**config.mk**
```make
export PLATFORM = sky130hd
export DESIGN_NAME = ssr_ctrl
export DESIGN_NICKNAME = d
export VERILOG_FILES = /design/src/ssr_pkg.sv /design/src/ssr_ctrl.sv
export VERILOG_INCLUDE_DIRS = /design/src /design/src/src
export SDC_FILE = /design/constraint.sdc
export NUM_CORES = 1
export LEC_CHECK = 0
export ABC_CLOCK_PERIOD_IN_PS = 1800
export BUFFER_PORTS_ARGS = -buffer_cell sky130_fd_sc_hd__buf_4
export CAP_MARGIN = 5
export CORE_AREA = 5 5 42 44
export DETAILED_ROUTE_END_ITERATION = 10
export DIE_AREA = 0 0 47 49
export PLACE_DENSITY = 0.58
export SYNTH_ARGS = -nofsm -noshare
export SYNTH_HDL_FRONTEND = slang
export SYNTH_SLANG_ARGS = --single-unit
export TNS_END_PERCENT = 1
```
**constraint.sdc**
```tcl
create_clock -name i_clk -period 1.8 [get_ports i_clk]
set_clock_uncertainty 0.15 [all_clocks]
set_input_delay 0.18 -clock i_clk [delete_from_list [all_inputs] [get_ports i_clk]]
set_output_delay 0.18 -clock i_clk [all_outputs]
set_load 0.02 [all_outputs]
```
**src/stream_segment_reassembly_assert.svh**
```systemverilog
// Assertion helpers for the reassembly block.
`ifndef STREAM_SEGMENT_REASSEMBLY_ASSERT_SVH
`define STREAM_SEGMENT_REASSEMBLY_ASSERT_SVH

// Same-cycle implication, held off while reset is asserted.
`define SSR_ASSERT_IMP(lbl, clk, rst_n, ante, cons, msg) \
    lbl: assert property (@(posedge clk) disable iff (!rst_n) (ante) |-> (cons)) \
        else $error(msg);

// Next-cycle implication, held off while reset is asserted.
`define SSR_ASSERT_NXT(lbl, clk, rst_n, ante, cons, msg) \
    lbl: assert property (@(posedge clk) disable iff (!rst_n) (ante) |=> (cons)) \
        else $error(msg);

`endif

```
**src/ssr_pkg.sv**
```systemverilog
`default_nettype none
package ssr_pkg;

    localparam int WINDOW_BYTES = 4096;
    localparam int WIN_AW       = $clog2(WINDOW_BYTES);
    localparam int MAX_READ     = 64;
    localparam int CNT_W        = 7;
    localparam int OFF_W        = 32;

    localparam logic [1:0] KIND_SEG  = 2'd0;
    localparam logic [1:0] KIND_READ = 2'd1;
    localparam logic [1:0] KIND_FIN  = 2'd2;

    localparam logic [1:0] ST_DATA = 2'd0;
    localparam logic [1:0] ST_WAIT = 2'd1;
    localparam logic [1:0] ST_END  = 2'd2;

    typedef struct packed {
        logic clr;       // clear one flag entry at the sweep pointer
        logic seg;       // store a segment byte
        logic fin;       // mark end of stream
        logic rd_start;  // load read count, reset run
        logic take;      // consume the byte at next offset
        logic out_pend;  // move pending byte to output register
        logic out_stat;  // load a status-only word into the output register
        logic last;      // last flag for out_pend
    } t_cmd;

    typedef struct packed {
        logic clr_done;
        logic fresh;       // read data matches the current next offset
        logic flag_valid;
        logic flag_start;
        logic first;       // no byte taken yet in this run
        logic count_hit;   // a take now reaches the read count
        logic pend_valid;
        logic out_room;
    } t_sts;

endpackage
`default_nettype wire

```
**src/ssr_ctrl.sv**
```systemverilog
`default_nettype none
`include "stream_segment_reassembly_assert.svh"
module ssr_ctrl import ssr_pkg::*; (
    input  wire logic       i_clk,
    input  wire logic       i_rst_n,
    input  wire logic       i_in_valid,
    output logic            o_in_ready,
    input  wire logic [1:0] i_kind,
    input  wire t_sts       i_sts,
    output t_cmd            o_cmd
);

    localparam logic [1:0] S_CLEAR = 2'd0;
    localparam logic [1:0] S_IDLE  = 2'd1;
    localparam logic [1:0] S_READ  = 2'd2;
    localparam logic [1:0] S_FLUSH = 2'd3;

    logic [1:0] r_state;
    logic [1:0] n_state;
    logic       accept;

    assign o_in_ready = (r_state == S_IDLE);
    assign accept     = i_in_valid && o_in_ready;

    always_comb begin
        n_state = r_state;
        o_cmd   = '0;
        unique case (r_state)
            S_CLEAR: begin
                o_cmd.clr = 1'b1;
                if (i_sts.clr_done) begin
                    n_state = S_IDLE;
                end
            end
            S_IDLE: begin
                if (accept) begin
                    unique case (i_kind)
                        KIND_SEG:  o_cmd.seg = 1'b1;
                        KIND_READ: begin
                            o_cmd.rd_start = 1'b1;
                            n_state        = S_READ;
                        end
                        KIND_FIN:  o_cmd.fin = 1'b1;
                        default: ;
                    endcase
                end
            end
            S_READ: begin
                if (i_sts.fresh && i_sts.out_room) begin
                    if (i_sts.flag_valid && (i_sts.first || !i_sts.flag_start)) begin
                        // previous byte is known not to be last once this one is taken
                        o_cmd.take     = 1'b1;
                        o_cmd.out_pend = i_sts.pend_valid;
                        if (i_sts.count_hit) begin
                            n_state = S_FLUSH;
                        end
                    end else begin
                        if (i_sts.first) begin
                            o_cmd.out_stat = 1'b1;
                        end else begin
                            o_cmd.out_pend = 1'b1;
                            o_cmd.last     = 1'b1;
                        end
                        n_state = S_IDLE;
                    end
                end
            end
            S_FLUSH: begin
                if (i_sts.out_room) begin
                    o_cmd.out_pend = 1'b1;
                    o_cmd.last     = 1'b1;
                    n_state        = S_IDLE;
                end
            end
        endcase
    end

    always_ff @(posedge i_clk) begin
        if (!i_rst_n) begin
            r_state <= S_CLEAR;
        end else begin
            r_state <= n_state;
        end
    end

    `SSR_ASSERT_IMP(a_push_room, i_clk, i_rst_n, o_cmd.out_pend || o_cmd.out_stat, i_sts.out_room, "word pushed into full output register")
    `SSR_ASSERT_IMP(a_take_valid, i_clk, i_rst_n, o_cmd.take, i_sts.fresh && i_sts.flag_valid, "byte taken from stale or empty slot")
    `SSR_ASSERT_IMP(a_stat_alone, i_clk, i_rst_n, o_cmd.out_stat, !o_cmd.out_pend && !i_sts.pend_valid, "status word with data pending")
    `SSR_ASSERT_NXT(a_flush_done, i_clk, i_rst_n, (r_state == S_FLUSH) && i_sts.out_room, r_state == S_IDLE, "flush did not return to idle")

endmodule
`default_nettype wire

```
==> metrics.cfg, run 1 <==
[power]
pwr-share-seq_pct=15.0
sw_frac_of_total_pct=40.2
power.internal_mw=0.289
vdd_drop_max_v=0.000466
p_leak_nw=0.253
switchingPower_mw=0.194
combPwrFrac_pct=64.6
p_per_area_nw_per_um2=872
clockPowerShare_pct=20.3

[place]
hpwlAfterDp_um=734
place_inst=75
port_buffers=21
routabilityCongestion=0.722

[worst_setup_path]
crit_path_start_kind=register
reg2reg_slack_ns=0.22
r2r_cells=6
startpoint=r_state[0]
r2r_start=r_state[0]
critPathCaptureType=output port
critPathMaxFanout=4
critPathKind=reg -> out
regToRegEndpoint=r_state[1]
critPathRequiredTime_ns=1.47
crit_end=o_cmd[2]
arrival_ns=1.39

[synthesis]
yosys-top-cells-area=ha_1 20%, dfxtp_1 13%, nand2_1 7.2%, nor3b_1 7.2%, mux2i_1 6.4%
yosysMostFrequentCell=nand2_1
synthCells=37
synth_commonest_cells=6 x nand2_1, 5 x ha_1, 3 x inv_1, 3 x nor3b_1
syn_area_per_cell_um2=8.42
yosysWarningCount=0
ys_ff_latch=2
post_synth_num_cell_types=21
synth_edf_count=0
synthesis.nets=55
synth_ff_type=dfxtp_1
netlist_area_um2=312
synth_top_area_share_pct=20.1
async_flop_share_pct=0
yosysSeqAreaShare_pct=12.9
synth_area_leader_cell=ha_1

[hold_path]
hp-class=in -> reg

[outcome]
status=completed

[flow_run]
cap_violations=0

[detailed_routing]
first_pass_iters=3
num_vias=364
drt_iter0_drc=2
drc=0
ant_nets=0
wl_um=840
post_drt_wl_per_cell_um=10.8
via_per_inst=4.67

[floorplanning]
die_w_um=47
start_util_pct=22.2
die_h_um=49
pin_count=22
dieArea_um2=2300
core_region_area_um2=1400
rows=14

[sta]
rsz0062_at_grt=true
worst_pin_slew_ns=0.219
maxSlewHeadroom_pct=85.3
slew_viol_final=0
final_hold_viol_count=0
finalSetupViolations=0
whs_ns=0.0962
period_minus_slack_ns=1.72
fin_crit_sh_pct=95.8
max_clock_freq_mhz=580

[clock_tree]
htree_levels=1
numCtsBuffers=3
root_buffer=clkbuf_4
cts_num_sinks=2
cts_buffer_depth=2
clk_pin_slew_ns=0.03
cts_tree=built
worstSkewPairLatency_ns=0.22

[global_routing]
antenna_found_initial=0
track_usage_pct=8.01
grt_first_pass_wirelength_um=1360
grt_pass1_vias=344
grt-ovfl-total=0
grt_start_max_net_pins=5

[final_layout]
drive_gt1_share_pct=62.9
layout.nets=82
area_growth_pct=77.9
num-fill-cells=162
top_regs=r_state x2
layoutNonFillerInstCount=78
regMostFlops=r_state
diodes=0
largest_reg_flops=2

## stage by stage
step           instance area, µm²  setup WS [ns]  util, %   TNS, ns  power (mW)
6_report                      554         0.0762     39.6         0       0.484
5_1_grt                       554       -0.00273     39.6  -0.00273       0.531
3_3_place_gp                  497          0.161     35.4         0       0.364
4_1_cts                       537         0.0102     38.3         0       0.482
3_5_place_dp                  497          0.133     35.4         0       0.368
2_1_floorplan                 312         0.0773        -         0       0.261
## kinds of logic (layout without fill, tap and decap cells)
logic type,after synthesis,after routing,synth area share (%)
simple gates,21,21,43.4
fa+ha+maj,5,5,20.1
compound gates,4,4,13.7
buf+inv,3,28,3.61
mux,2,2,6.43
flops,2,2,12.9
## how the worst min path moves through the flow
stage	cells past startpoint	end	from
after floorplan	2	r_state[1]	i_rst_n
after global placement	3	r_state[0]	i_rst_n
after detailed placement	3	r_state[0]	i_rst_n
after CTS	3	r_state[0]	i_rst_n
after global routing	3	r_state[1]	i_rst_n
final	3	r_state[1]	i_rst_n
## layer usage
layer | GRT usage [%] | wire (µm) | vias up
li1 | - | - | 181
met2 | 12.4 | 428 | 18
met4 | 4.15 | 17 | 0
met5 | 0 | 0 | -
met1 | 8.28 | 293 | 163
met3 | 4.43 | 100 | 2
## cell type report
cell class | instances | area (µm²) | share of cell area [%]
inverters | 3 | 11.3 | 2.03
clock buffers | 3 | 22.5 | 4.06
flip-flops and latches | 2 | 45.0 | 8.13
well taps | 16 | 20.0 | 3.61
multi-input cells | 32 | 290 | 52.4
repair buffers | 22 | 165 | 29.8
## worst max-delay path, cell delays in order, from the launching register on
cell and delay (ns):
dfxtp_2 0.32, inv_2 0.05, ha_4 0.17, nand2_2 0.10, nor2_4 0.04, and3_4 0.18
a21o_1 0.17, buf_4 0.15
## power by group through the flow
stage	clock network (mW)	registers [mW]	logic, mW
final	0.0982	0.0727	0.313
after global routing	0.112	0.0746	0.345
after CTS	0.104	0.0681	0.310
after detailed placement	0	0.0676	0.300
after global placement	0	0.0674	0.297
after floorplan	0	0.0731	0.188
## timing repair
item	CTS	global route
setup buffers	0	0
gates cloned	0	0
gates resized for setup	4	7
hold buffers	0	0
setup endpoints to repair	2	5
## cells in the final DEF, fill, tap and decap left out, types with 2 or more instances in the layout
cell      netlist  layout
buf_4           0      22
nand2_1         6       5
nor3b_1         3       3
ha_1            5       3
clkbuf_4        0       3
inv_1           3       2
nand2b_1        2       2
mux2i_1         2       2
No activity file was read; power rests on OpenSTA's default activity.
==> inputs of run 2 (changes only) <==
--- a/config.mk
+++ b/config.mk
@@ -6,13 +6,12 @@
 export SDC_FILE = /design/constraint.sdc
 export NUM_CORES = 1
 export LEC_CHECK = 0
-export ABC_CLOCK_PERIOD_IN_PS = 1800
-export BUFFER_PORTS_ARGS = -buffer_cell sky130_fd_sc_hd__buf_4
+export BUFFER_PORTS_ARGS = -buffer_cell sky130_fd_sc_hd__buf_2
 export CAP_MARGIN = 5
 export CORE_AREA = 5 5 42 44
 export DETAILED_ROUTE_END_ITERATION = 10
 export DIE_AREA = 0 0 47 49
-export PLACE_DENSITY = 0.58
+export PLACE_DENSITY_LB_ADDON = 0.08
 export SYNTH_ARGS = -nofsm -noshare
 export SYNTH_HDL_FRONTEND = slang
 export SYNTH_SLANG_ARGS = --single-unit
==> run 2 against run 1 <==
  * Flip-flop and latch count unchanged
  * Die area unchanged
  * Sequential power decreased by 4.0%
  * Highest routed layer is now met3
  * Clock-buffer cell count unchanged
  * Wire length decreased by 1.8%
  * Final cell count unchanged
  * Maximum frequency decreased by 1.0%
  * Critical endpoint unchanged
  * Non-clock buffer count unchanged
  * Critical path type unchanged
==> metrics.cfg, run 2 (same netlist as run 1, synthesis figures left out) <==
[outcome]
status=completed  ; unchanged

[final_layout]
seq_area_um2=41.3  ; was 45.0 µm²
regMostFlops=r_state  ; unchanged
multi_input_area_um2=290  ; unchanged
final_util_pct=35.5  ; was 39.6%
num-fill-cells=167  ; was 162
top_regs=r_state x2  ; unchanged
largest_reg_flops=2  ; unchanged
drive_gt1_share_pct=59.7  ; was 62.9%
diodes=0  ; unchanged
final_common_cell=buf_2  ; was buf_4
area_growth_pct=59.8  ; was 77.9%
layout.nets=82  ; unchanged
final_cell_mix=21 x buf_2, 5 x nand2_1, 3 x nor3b_1, 3 x ha_1, 3 x clkbuf_4  ; was 22 x buf_4, 5 x nand2_1, 3 x nor3b_1, 3 x ha_1, 3 x clkbuf_4

[worst_setup_path]
reg2reg_slack_ns=0.21  ; was 0.22 ns
path_cells=inv_2 -> ha_4 -> nand2_2 -> nor2_2 -> and3_1 -> a21o_1 -> buf_2  ; was inv_2 -> ha_4 -> nand2_2 -> nor2_4 -> and3_4 -> a21o_1 -> buf_4
slowest_stage=dfxtp_1  ; was dfxtp_2
cp_slowest_stage_delay_ns=0.33  ; was 0.32 ns
r2r_cells=6  ; unchanged
critPathRequiredTime_ns=1.47  ; about the same
critPathBufInv=2  ; unchanged
critPathKind=reg -> out  ; unchanged
cp.depth=7  ; unchanged
path_delay_family=flip-flops  ; unchanged
arrival_ns=1.41  ; was 1.39 ns
crit_path_start_kind=register  ; unchanged
critPathMaxFanout=4  ; unchanged
critPathCaptureType=output port  ; unchanged

[clock_tree]
cts_num_sinks=2  ; unchanged
cts_tree=built  ; unchanged
worstSkewPairLatency_ns=0.22  ; about the same
clk_pin_slew_ns=0.03  ; about the same
numCtsBuffers=3  ; unchanged
root_buffer=clkbuf_4  ; unchanged
cts_buffer_depth=2  ; unchanged
htree_levels=1  ; unchanged

[sta]
setup-tns-final_ns=0  ; unchanged
whs_ns=0.102  ; was 0.0962 ns
fin_crit_sh_pct=96.8  ; was 95.8%
final_hold_viol_count=0  ; unchanged
maxSlewHeadroom_pct=84.6  ; was 85.3%
finalSetupViolations=0  ; unchanged
worst_pin_slew_ns=0.230  ; was 0.219 ns
slew_viol_final=0  ; unchanged
rsz0062_at_grt=false  ; was true
max_clock_freq_mhz=574  ; was 580 MHz
period_minus_slack_ns=1.74  ; was 1.72 ns
setup_ws_ns=0.0584  ; was 0.0762 ns

[floorplanning]
start_util_pct=22.2  ; unchanged
die_h_um=49  ; unchanged
pin_count=22  ; unchanged
die_w_um=47  ; unchanged
rows=14  ; unchanged
dieArea_um2=2300  ; unchanged
core_region_area_um2=1400  ; unchanged

[detailed_routing]
via_per_inst=4.40  ; was 4.67
drt_iter0_drc=2  ; unchanged
ant_nets=0  ; unchanged
num_vias=343  ; was 364
first_pass_iters=2  ; was 3
wl_um=825  ; was 840 µm
drc=0  ; unchanged
post_drt_wl_per_cell_um=10.6  ; was 10.8 µm

[power]
vdd_drop_max_v=0.000583  ; was 0.000466 V
p_per_area_nw_per_um2=951  ; was 872 nW/µm²
p_leak_nw=0.245  ; was 0.253 nW

[global_routing]
use_met1_pct=10.3  ; was 8.28%
grt_first_pass_wirelength_um=1370  ; was 1360 µm
antenna_found_initial=0  ; unchanged
grt_pass1_vias=369  ; was 344
grt-ovfl-total=0  ; unchanged
track_usage_pct=8.09  ; was 8.01%
use_met2_pct=12.0  ; was 12.4%
gr-usage-met3_pct=1.11  ; was 4.43%
busiest_layer=met2  ; unchanged
grt_start_max_net_pins=5  ; unchanged

[place]
hpwlAfterDp_um=703  ; was 734 µm
port_buffers=21  ; unchanged
dpl_worst_slack_ns=0.168  ; was 0.133 ns
routabilityCongestion=0.717  ; was 0.722

[hold_path]
hp-class=in -> reg  ; unchanged
hold_path_depth=3  ; unchanged

[flow_run]
cap_violations=0  ; unchanged

==> run 2: final timing paths <==
kind / startpoint / to
min: i_rst_n / r_state[0]
min reg2reg: r_state[1] / r_state[1]
max: r_state[0] / o_cmd[2]
max reg2reg: r_state[0] / r_state[1]
==> run 2: final cells by class <==
type                            count  area share (%)
Clock buffer                        3            4.52
Sequential cell                     2            8.29
Multi-Input combinational cell     32            58.3
Inverter                            3            2.26
Tap cell                           16            4.02
Timing Repair Buffer               22            22.6
==> run 2: per-layer routing <==
layer	wire, µm	vias up
met1	328	148
met5	0	-
met4	0	0
met2	395	17
li1	-	178
met3	101	0
==> run 2: tightest hold or removal path: cells and delay by family <==
family                 cells  cell delay, ns
AND/OR/NAND/NOR            1            0.06
buffers and inverters      1            0.12
multiplexers               1            0.05
==> run 2: where the power goes <==
part           internal [mW]  switching [mW]
combinational          0.140           0.166
sequential            0.0594          0.0105
clock                 0.0735          0.0244
==> run 2: timing repair <==
item | 4_1_cts | 5_1_grt
pin swaps | 0 | 0
resized for setup | 5 | 3
setup buffers | 0 | 0
endpoints found under the setup margin | 1 | 3
hold buffers | 0 | 0
endpoints found under the hold margin | 0 | 0
==> run 2: stage by stage <==
stage	instances	total power, mW	area [µm²]
floorplan	37	0.261	312
CTS	78	0.467	485
finish	78	0.473	498
global placement	75	0.353	444
global route	78	0.521	498
detailed placement	75	0.348	444
